<file path="src/design/mmpid_pkg.sv">
`timescale 1ns / 1ps

package mmpid_pkg;

  localparam int DATA_W       = 32;
  localparam int FRAC_W       = 16;
  localparam int LIMIT_W      = 31;
  localparam int MODE_W       = 4;
  localparam int CFG_IDX_W    = 3;
  localparam int SMOOTH_W     = 17;
  localparam int SMOOTH_SHIFT = 16;
  // second-difference error tap needs two bits over the data width
  localparam int B_W          = DATA_W + 2;
  localparam int PROD_W       = DATA_W + B_W;
  localparam int ACC_W        = 56;
  localparam int PC_W         = 4;

  localparam logic [SMOOTH_W-1:0] SMOOTH_ONE = SMOOTH_W'(65536);
  localparam logic [LIMIT_W-1:0]  LIMIT_MAX  = '1;

  localparam logic [MODE_W-1:0] MODE_INC_PID   = 4'd0;
  localparam logic [MODE_W-1:0] MODE_INC_PD    = 4'd1;
  localparam logic [MODE_W-1:0] MODE_POS_PID   = 4'd2;
  localparam logic [MODE_W-1:0] MODE_POS_PD    = 4'd3;
  localparam logic [MODE_W-1:0] MODE_MEAS_PID  = 4'd4;
  localparam logic [MODE_W-1:0] MODE_MEAS_PD   = 4'd5;
  localparam logic [MODE_W-1:0] MODE_FLT_PID   = 4'd6;
  localparam logic [MODE_W-1:0] MODE_FLT_PD    = 4'd7;
  localparam logic [MODE_W-1:0] MODE_FLT_CLAMP = 4'd8;
  localparam logic [MODE_W-1:0] MODE_RESET     = MODE_POS_PID;

  // program addresses
  localparam logic [PC_W-1:0] PC_ENTRY = 4'd0;
  localparam logic [PC_W-1:0] PC_SUM   = 4'd4;
  localparam logic [PC_W-1:0] PC_OUT   = 4'd5;
  localparam logic [PC_W-1:0] PC_INC   = 4'd6;
  localparam logic [PC_W-1:0] PC_FLT   = 4'd8;

  typedef enum logic [CFG_IDX_W-1:0] {
    REG_MODE,
    REG_KP,
    REG_KI,
    REG_KD,
    REG_ILIM,
    REG_DLIM,
    REG_OLIM
  } cfg_reg_t;

  typedef enum logic {
    ST_IDLE,
    ST_RUN
  } seq_state_t;

  typedef enum logic [2:0] {
    A_KP,
    A_KI,
    A_KD,
    A_FILT,
    A_MEAS
  } a_sel_t;

  typedef enum logic [2:0] {
    B_ESUM,
    B_DERIV,
    B_PROP,
    B_SMOOTH,
    B_SMOOTH_C
  } b_sel_t;

  typedef enum logic [2:0] {
    ACC_NOP,
    ACC_START,
    ACC_ADDQ,
    ACC_LOADP,
    ACC_ADDP,
    ACC_SUM,
    ACC_DRIVE
  } acc_op_t;

  typedef enum logic [1:0] {
    JMP_NONE,
    JMP_ALWAYS,
    JMP_IF_INCR,
    JMP_IF_FILT
  } jmp_t;

  typedef struct packed {
    a_sel_t            a_sel;
    b_sel_t            b_sel;
    acc_op_t           acc_op;
    logic              wr_int;
    logic              wr_filt;
    logic              ld_d;
    logic              done;
    jmp_t              jmp;
    logic [PC_W-1:0]   target;
  } ctrl_t;

  typedef struct packed {
    ctrl_t ctrl;
    logic  start;
    logic  commit;
  } seq_ctl_t;

  typedef struct packed {
    logic incr;
    logic with_i;
    logic filt;
    logic meas_d;
    logic out_clamp;
    logic upd_meas;
  } mode_flags_t;

  typedef struct packed {
    mode_flags_t               flags;
    logic signed [DATA_W-1:0]  kp;
    logic signed [DATA_W-1:0]  ki;
    logic signed [DATA_W-1:0]  kd;
    logic [LIMIT_W-1:0]        ilim;
    logic [LIMIT_W-1:0]        dlim;
    logic [LIMIT_W-1:0]        olim;
  } cfg_t;

  function automatic mode_flags_t decode_mode(input logic [MODE_W-1:0] m);
    mode_flags_t f;
    f.incr      = m inside {MODE_INC_PID, MODE_INC_PD};
    f.with_i    = !m[0];
    f.filt      = m inside {MODE_FLT_PID, MODE_FLT_PD, MODE_FLT_CLAMP};
    f.meas_d    = m inside {MODE_MEAS_PID, MODE_MEAS_PD};
    f.out_clamp = (m == MODE_FLT_CLAMP);
    f.upd_meas  = m inside {MODE_MEAS_PID, MODE_MEAS_PD, MODE_FLT_PID, MODE_FLT_CLAMP};
    return f;
  endfunction

  function automatic logic signed [DATA_W-1:0] sat_dw(input logic signed [ACC_W-1:0] v);
    logic signed [DATA_W-1:0] r;
    if (&v[ACC_W-1:DATA_W-1] || ~|v[ACC_W-1:DATA_W-1]) begin
      r = v[DATA_W-1:0];
    end else if (v[ACC_W-1]) begin
      r = {1'b1, {(DATA_W-1){1'b0}}};
    end else begin
      r = {1'b0, {(DATA_W-1){1'b1}}};
    end
    return r;
  endfunction

  function automatic logic signed [DATA_W-1:0] clamp_sym(input logic signed [DATA_W-1:0] v,
                                                         input logic [LIMIT_W-1:0] lim);
    logic signed [DATA_W-1:0] lim_s;
    logic signed [DATA_W-1:0] r;
    lim_s = signed'({1'b0, lim});
    if (v > lim_s) begin
      r = lim_s;
    end else if (v < -lim_s) begin
      r = -lim_s;
    end else begin
      r = v;
    end
    return r;
  endfunction

  // microprogram: operands picked at a step pass through opa/opb, then prod
  function automatic ctrl_t ucode(input logic [PC_W-1:0] pc);
    ctrl_t c;
    c = '0;
    case (pc)
      4'd0: begin
        c.a_sel = A_KI;  c.b_sel = B_ESUM;
        c.jmp = JMP_IF_FILT; c.target = PC_FLT;
      end
      4'd1: begin
        c.a_sel = A_KD;  c.b_sel = B_DERIV;
      end
      4'd2: begin
        c.a_sel = A_KP;  c.b_sel = B_PROP;
        c.acc_op = ACC_START;
      end
      4'd3: begin
        c.acc_op = ACC_ADDQ; c.wr_int = 1'b1; c.ld_d = 1'b1;
        c.jmp = JMP_IF_INCR; c.target = PC_INC;
      end
      4'd4: begin
        c.acc_op = ACC_SUM;
      end
      4'd5: begin
        c.done = 1'b1;
      end
      4'd6: begin
        c.acc_op = ACC_ADDQ;
      end
      4'd7: begin
        c.acc_op = ACC_DRIVE;
        c.jmp = JMP_ALWAYS; c.target = PC_OUT;
      end
      4'd8: begin
        c.a_sel = A_FILT; c.b_sel = B_SMOOTH;
      end
      4'd9: begin
        c.a_sel = A_MEAS; c.b_sel = B_SMOOTH_C;
        c.acc_op = ACC_START;
      end
      4'd10: begin
        c.wr_int = 1'b1; c.acc_op = ACC_LOADP;
      end
      4'd11: begin
        c.acc_op = ACC_ADDP;
      end
      4'd12: begin
        c.wr_filt = 1'b1;
      end
      4'd13: begin
        c.a_sel = A_KD;  c.b_sel = B_DERIV;
      end
      4'd14: begin
        c.a_sel = A_KP;  c.b_sel = B_PROP;
      end
      4'd15: begin
        c.ld_d = 1'b1;
        c.jmp = JMP_ALWAYS; c.target = PC_SUM;
      end
      default: c = '0;
    endcase
    return c;
  endfunction

endpackage

</file>
<file path="src/design/mmpid_seq.sv">
`timescale 1ns / 1ps

module mmpid_seq (
  input  logic                   clk,
  input  logic                   rst,
  input  mmpid_pkg::mode_flags_t flags,
  input  logic                   in_valid,
  input  logic                   in_clear,
  output logic                   in_ready,
  output logic                   out_valid,
  input  logic                   out_ready,
  output mmpid_pkg::seq_ctl_t    ctl
);
  import mmpid_pkg::*;

  seq_state_t      state, state_next;
  logic [PC_W-1:0] pc, pc_next;
  ctrl_t           word;
  logic            accept;
  logic            advance;
  logic            commit;
  logic            take;

  assign word = ucode(pc);

  // the last step waits while the previous result is still held
  assign advance = !word.done || !out_valid || out_ready;

  always_comb begin
    case (word.jmp)
      JMP_ALWAYS:  take = 1'b1;
      JMP_IF_INCR: take = flags.incr;
      JMP_IF_FILT: take = flags.filt;
      default:     take = 1'b0;
    endcase
  end

  always_comb begin
    state_next = state;
    case (state)
      ST_IDLE: if (accept) state_next = ST_RUN;
      ST_RUN:  if (commit) state_next = ST_IDLE;
      default: state_next = ST_IDLE;
    endcase
  end

  always_comb begin
    in_ready   = (state == ST_IDLE) && !rst;
    accept     = in_valid && in_ready;
    commit     = (state == ST_RUN) && word.done && advance;
    ctl.ctrl   = (state == ST_RUN) ? word : '0;
    ctl.start  = accept;
    ctl.commit = commit;
  end

  always_comb begin
    pc_next = pc;
    if (accept) begin
      pc_next = in_clear ? PC_OUT : PC_ENTRY;
    end else if (state == ST_RUN && advance) begin
      if (word.done) begin
        pc_next = PC_ENTRY;
      end else if (take) begin
        pc_next = word.target;
      end else begin
        pc_next = pc + PC_W'(1);
      end
    end
  end

  always_ff @(posedge clk) begin
    if (rst) begin
      state     <= ST_IDLE;
      pc        <= PC_ENTRY;
      out_valid <= 1'b0;
    end else begin
      state <= state_next;
      pc    <= pc_next;
      if (commit) begin
        out_valid <= 1'b1;
      end else if (out_ready) begin
        out_valid <= 1'b0;
      end
    end
  end

endmodule

</file>
<file path="config.mk">
export PLATFORM = sky130hd
export DESIGN_NAME = mmpid_seq
export DESIGN_NICKNAME = d
export VERILOG_FILES = /design/src/design/mmpid_pkg.sv /design/src/design/mmpid_seq.sv
export SDC_FILE = /design/constraint.sdc
export NUM_CORES = 1
export LEC_CHECK = 0
export ABC_AREA = 1
export BUFFER_PORTS_ARGS = -buffer_cell sky130_fd_sc_hd__buf_2
export CAP_MARGIN = 10
export CORE_ASPECT_RATIO = 1.4
export CORE_MARGIN = 2
export CORE_UTILIZATION = 35
export CTS_CLUSTER_DIAMETER = 80
export DETAILED_ROUTE_END_ITERATION = 6
export GPL_ROUTABILITY_DRIVEN = 1
export PLACE_DENSITY_LB_ADDON = 0.12
export SYNTH_ARGS = -nofsm -noshare
export SYNTH_HDL_FRONTEND = slang
export SYNTH_SLANG_ARGS = --single-unit
</file>
<file path="constraint.sdc">
create_clock -name clk -period 2.46 [get_ports clk]
set_input_delay 0.369 -clock clk [delete_from_list [all_inputs] [get_ports clk]]
set_output_delay 0.369 -clock clk [all_outputs]
set_load 0.01 [all_outputs]
</file>
### After elaboration in Yosys (flattened, before gate mapping)

Index checks and enable logic that the tools add are counted.

* add/subtract/negate cells: 1
* multiply operators: 0
* div/mod/pow operators: 0
* order comparisons: 0
* equal/unequal tests: 18
* shifts and indexed selects: 0
* multiplexer cells: 19
* bitwise operators: 1
* reduce and logical (&&, ||, !) cells: 19

Operator list (number)
* equality test 4 bit (second input constant): 8
* case mux 6 bit (5 select lines): 1
* case mux 6 bit (4 select lines): 1
* two-way mux 19 bit: 1
* case mux 3 bit (6 select lines): 1
* equality test 4 x 3 -> 1 bit (second input constant): 4
* two-way mux 4 bit: 4
* OR reduction 2 bit: 6
* equality test 4 x 2 -> 1 bit (second input constant): 2
* two-way mux 1 bit: 8
* logical AND 1 bit: 5
* adder 4 x 1 -> 4 bit (second input constant): 1
* equality test 2 bit (second input constant): 2
* equality test 4 x 1 -> 1 bit (second input constant): 1
* zero test 4 bit: 1
* nonzero test 2 bit: 2
* zero test 1 bit: 3
* two-way mux 3 bit: 1
* case mux 1 bit (3 select lines): 1
* equality test 2 x 1 -> 1 bit (second input constant): 1
* logical OR 1 bit: 2
* case mux 1 bit (2 select lines): 1
* inverter 1 bit: 1

* bits in registers: 6
* bits in latches: 0
* RAM bits: 0
* memory bits (read-only): 0
* input bits: 11
* output and inout bits: 23
* word-level logic and storage cells: 61
* memories kept: 0

### Depth between registers and ports, before layout

* depth after elaboration: 8
* mapped depth: 9
* mapped depth without buffers: 9

### Worst setup path before layout

No wires, ideal clock.

* path type: register -> output
* start: reg pc[0]
* end: out ctl[4] (netlist bit)
* arrival: 1.269 ns
* data required time: 2.091 ns
* slack: 0.822 ns
* cell stages (with the launch flop): 6
* buffers on the path: 0
* cells stage by stage: dfxtp_1 -> ha_1 -> nand3_2 -> and3_1 -> or2_1 -> inv_1

RTL lines
* start: declaration: RTL line mmpid_seq.sv:17 `logic [PC_W-1:0] pc, pc_next;`
* start signal: assignment: RTL line mmpid_seq.sv:78 `pc <= pc_next;`
* end: declaration: RTL line mmpid_seq.sv:12 `output mmpid_pkg::seq_ctl_t ctl`

==> summary.md <==
| Metric | Value |
|---|---|
| Antenna viol nets, final | 0 |
| Initial Util | 0.367 |
| IO Pins | 34 |
| Clock Root Buffer | clkbuf_4 |
| CTS Sinks | 6 |
| Global-route wire length before repair | 3070 um |
| FF-to-FF path depth | 8 |
| Skew-Pair Late Insertion Delay | 0.25 ns |
| Congestion Overflow GR | 0 |
| Post-Syn Instances | between 100 and 150 |
| CTS Buf Count | 3 |
| Final Hold Vio Count | 0 |
| Die ar. | 2660 sq um |
| Fin util | 0.432 |
| Seq/Total Area, Yosys | 0.152 |
| Drt first pass iters | 4 |
| PwrDens | about 550 nW/um^2 |
| Post-CTS resize count | 0 |
| Drt wl/cell | 10.5 um |
| Rel. slew slack | 0.623 |
| CP arrival | 1.78 ns |
| # H-tree levels | 1 |
| Hold crit path type | in -> reg |
| Vias in the first global route | between 700 and 800 |
| FMAX | 466 MHz |
| R2R Path Start | pc[0] |
| Critical Path Fanout Max | 7 |
| CP Capture Type | output port |
| Total GRT Usage | 0.155 |
| Post-DP HPWL | ~1500 um |
| ANT cells | 0 |
| Tmin final | between 2 and 2.5 ns |
| Average size of a mapped cell | 6.38 sq um |
| Die height | roughly 60 um |
| CTS tree | built |
| Via density | a little under 5 |
| Layout area overhead | 17.6% |
| Via Count | 846 |
| Fin. max-slew vios | 0 |
| Placer Congestion | about 0.8 |
| Register clock-pin slew on the reported worst setup and hold paths | ~0.04 ns |
| Area contributors post-synth | dfxtp_1 (15%), inv_1 (11%), nand3_1 (8.9%) |
| Row cnt | 20 |
| IO buf count | 29 |
| P_leak | 0.532 nW |
| Cell area after synthesis | about 790 sq um |
| Number of DRC markers in iteration 0 | 23 |
| Post-synth top area cell | dfxtp_1 |
| Setup Crit Path Kind | reg -> out |
| Post-synth cell types | 32 |
| Unrepaired setup endpoints after global routing | false |
| Post-CTS Hold Fix Bufs | 0 |
| Core area | 2150 sq um |
| RR Endpoint | pc[0] |
| FF+latch count, synth | 6 |
| Synth top area share | 0.152 |
| Nets@finish | between 150 and 200 |
| Antenna violations before repair | 0 |
| CP required | ~2.1 ns |
| Final WL | 1800 um |
| Max Cap Viol | 0 |
| Largest net degree at the start of global routing | 15 |
| Crit share post-route | 0.872 |
| Syn_nets | 140 |
| Layout cells sized above 1 | 0.336 |
| Setup violators final | 0 |
| End of the worst hold path | pc[3] |
| R2R Setup Slk | 0.85 ns |
| Peak VDD IR | between 0.3 and 0.4 mV |
| Number of buffers inserted by post-CTS setup repair | 0 |
| Critical Path Source Type | register |
| Clk_skew | 0.00354 ns |
| Cell depth of the worst min-delay path | 2 |
| Die X | 44.2 um |
| Outcome | finished clean |
| Yosys warnings | 0 |
| Final TNS setup | 0 ns |
| Min-delay src | rst |
| Least-Margin Pin Slew | 0.565 ns |
| # DRC | 0 |
| Worst-case clock buffer depth | 2 |
==> cell usage after synthesis <==
library cell / instances
buf_1: 1
o21a_1: 1
buf_4: 4
nor2_4: 1
o21ai_1: 3
and3_1: 1
o21ai_0: 2
nand4_1: 2
inv_1: 23
nand3_2: 2
nand3_4: 1
nor4_1: 1
a21oi_1: 7
a21oi_2: 1
or2_1: 1
a41oi_1: 1
ha_1: 5
nor2_1: 11
nor2_2: 2
buf_6: 2
o211ai_1: 1
nand3_1: 14
nor3_1: 1
nand2_1: 16
o31ai_1: 1
xnor2_1: 1
a21oi_4: 1
inv_2: 2
dfxtp_1: 6
nand2_4: 1
xor2_1: 1
nand2_2: 7
==> worst max-delay path by stage <==
stage               start  endpoint  slack (ns)  depth (start not counted)
floorplan           pc[0]    ctl[4]        0.82                          5
global placement    pc[0]    ctl[4]        0.59                          6
detailed placement  pc[0]    ctl[4]        0.56                          6
CTS                 pc[0]    ctl[4]        0.29                          6
global route        pc[0]    ctl[4]        0.21                          6
finish              pc[0]    ctl[4]        0.32                          6
==> layout make-up <==
class                      count  area (sq um)
fill                         243          1220
clock buffer                   3          22.5
timing repair buffer          29           145
inverter                      25          93.8
sequential                     6           120
multi-input combinational     86           520
tap                           22          27.5
==> critical path: stages (launching register included) <==
cell	delay [ns]
dfxtp_1	0.45
ha_1	0.33
nand3_2	0.14
and3_1	0.25
or2_1	0.20
inv_1	0.04
buf_2	0.11
==> per-layer routing <==
layer | part of all wire | global-route usage | vias up
met2 | 0.46 | 0.273 | 34
met5 | 0 | 0 | -
met3 | 0.079 | 0.0151 | 5
met4 | 0.026 | 0.117 | 0
met1 | 0.43 | 0.166 | 366
li1 | - | - | 441
==> where the power goes <==
group | switching, mW | internal, mW
sequential | 0.0321 | 0.110
combinational | 0.177 | 0.106
clock | 0.0347 | 0.0551
total | 0.243 | 0.271
==> cells by family after synthesis <==
family	count (synthesis)	synth area share
fa+ha+maj	5	0.0791
xor+xnor	2	0.0222
simple gates	61	0.410
buf+inv	32	0.190
compound gates	18	0.147
flops	6	0.152
==> metrics by stage <==
step	power, mW	setup slack [ns]	cell area [sq um]	hold slack (ns)	instances
global route	0.571	0.212	930	0.357	171
finish	0.515	0.316	930	0.351	171
CTS	0.522	0.295	930	0.345	171
detailed placement	0.428	0.556	907	0.530	168
global placement	0.428	0.586	907	0.533	168
floorplan	0.370	0.822	791	0.431	124
==> flip-flops by register name (all words and copies together), names as in the netlist <==
register and count:
out_valid 1, pc 4, state 1
==> cell usage in the layout (no fill, tap or decap), types with 2 or more instances in the layout <==
cell type  instances
buf_2             29
inv_1             23
nand2_1           16
nand3_1           14
nor2_1            11
a21oi_1            7
nand2_2            7
dfxtp_1            6
ha_1               5
o21ai_1            3
clkbuf_4           3
inv_2              2
o21ai_0            2
nor2_2             2
nand3_2            2
nand4_1            2
Power figures use the tool's default switching activity.
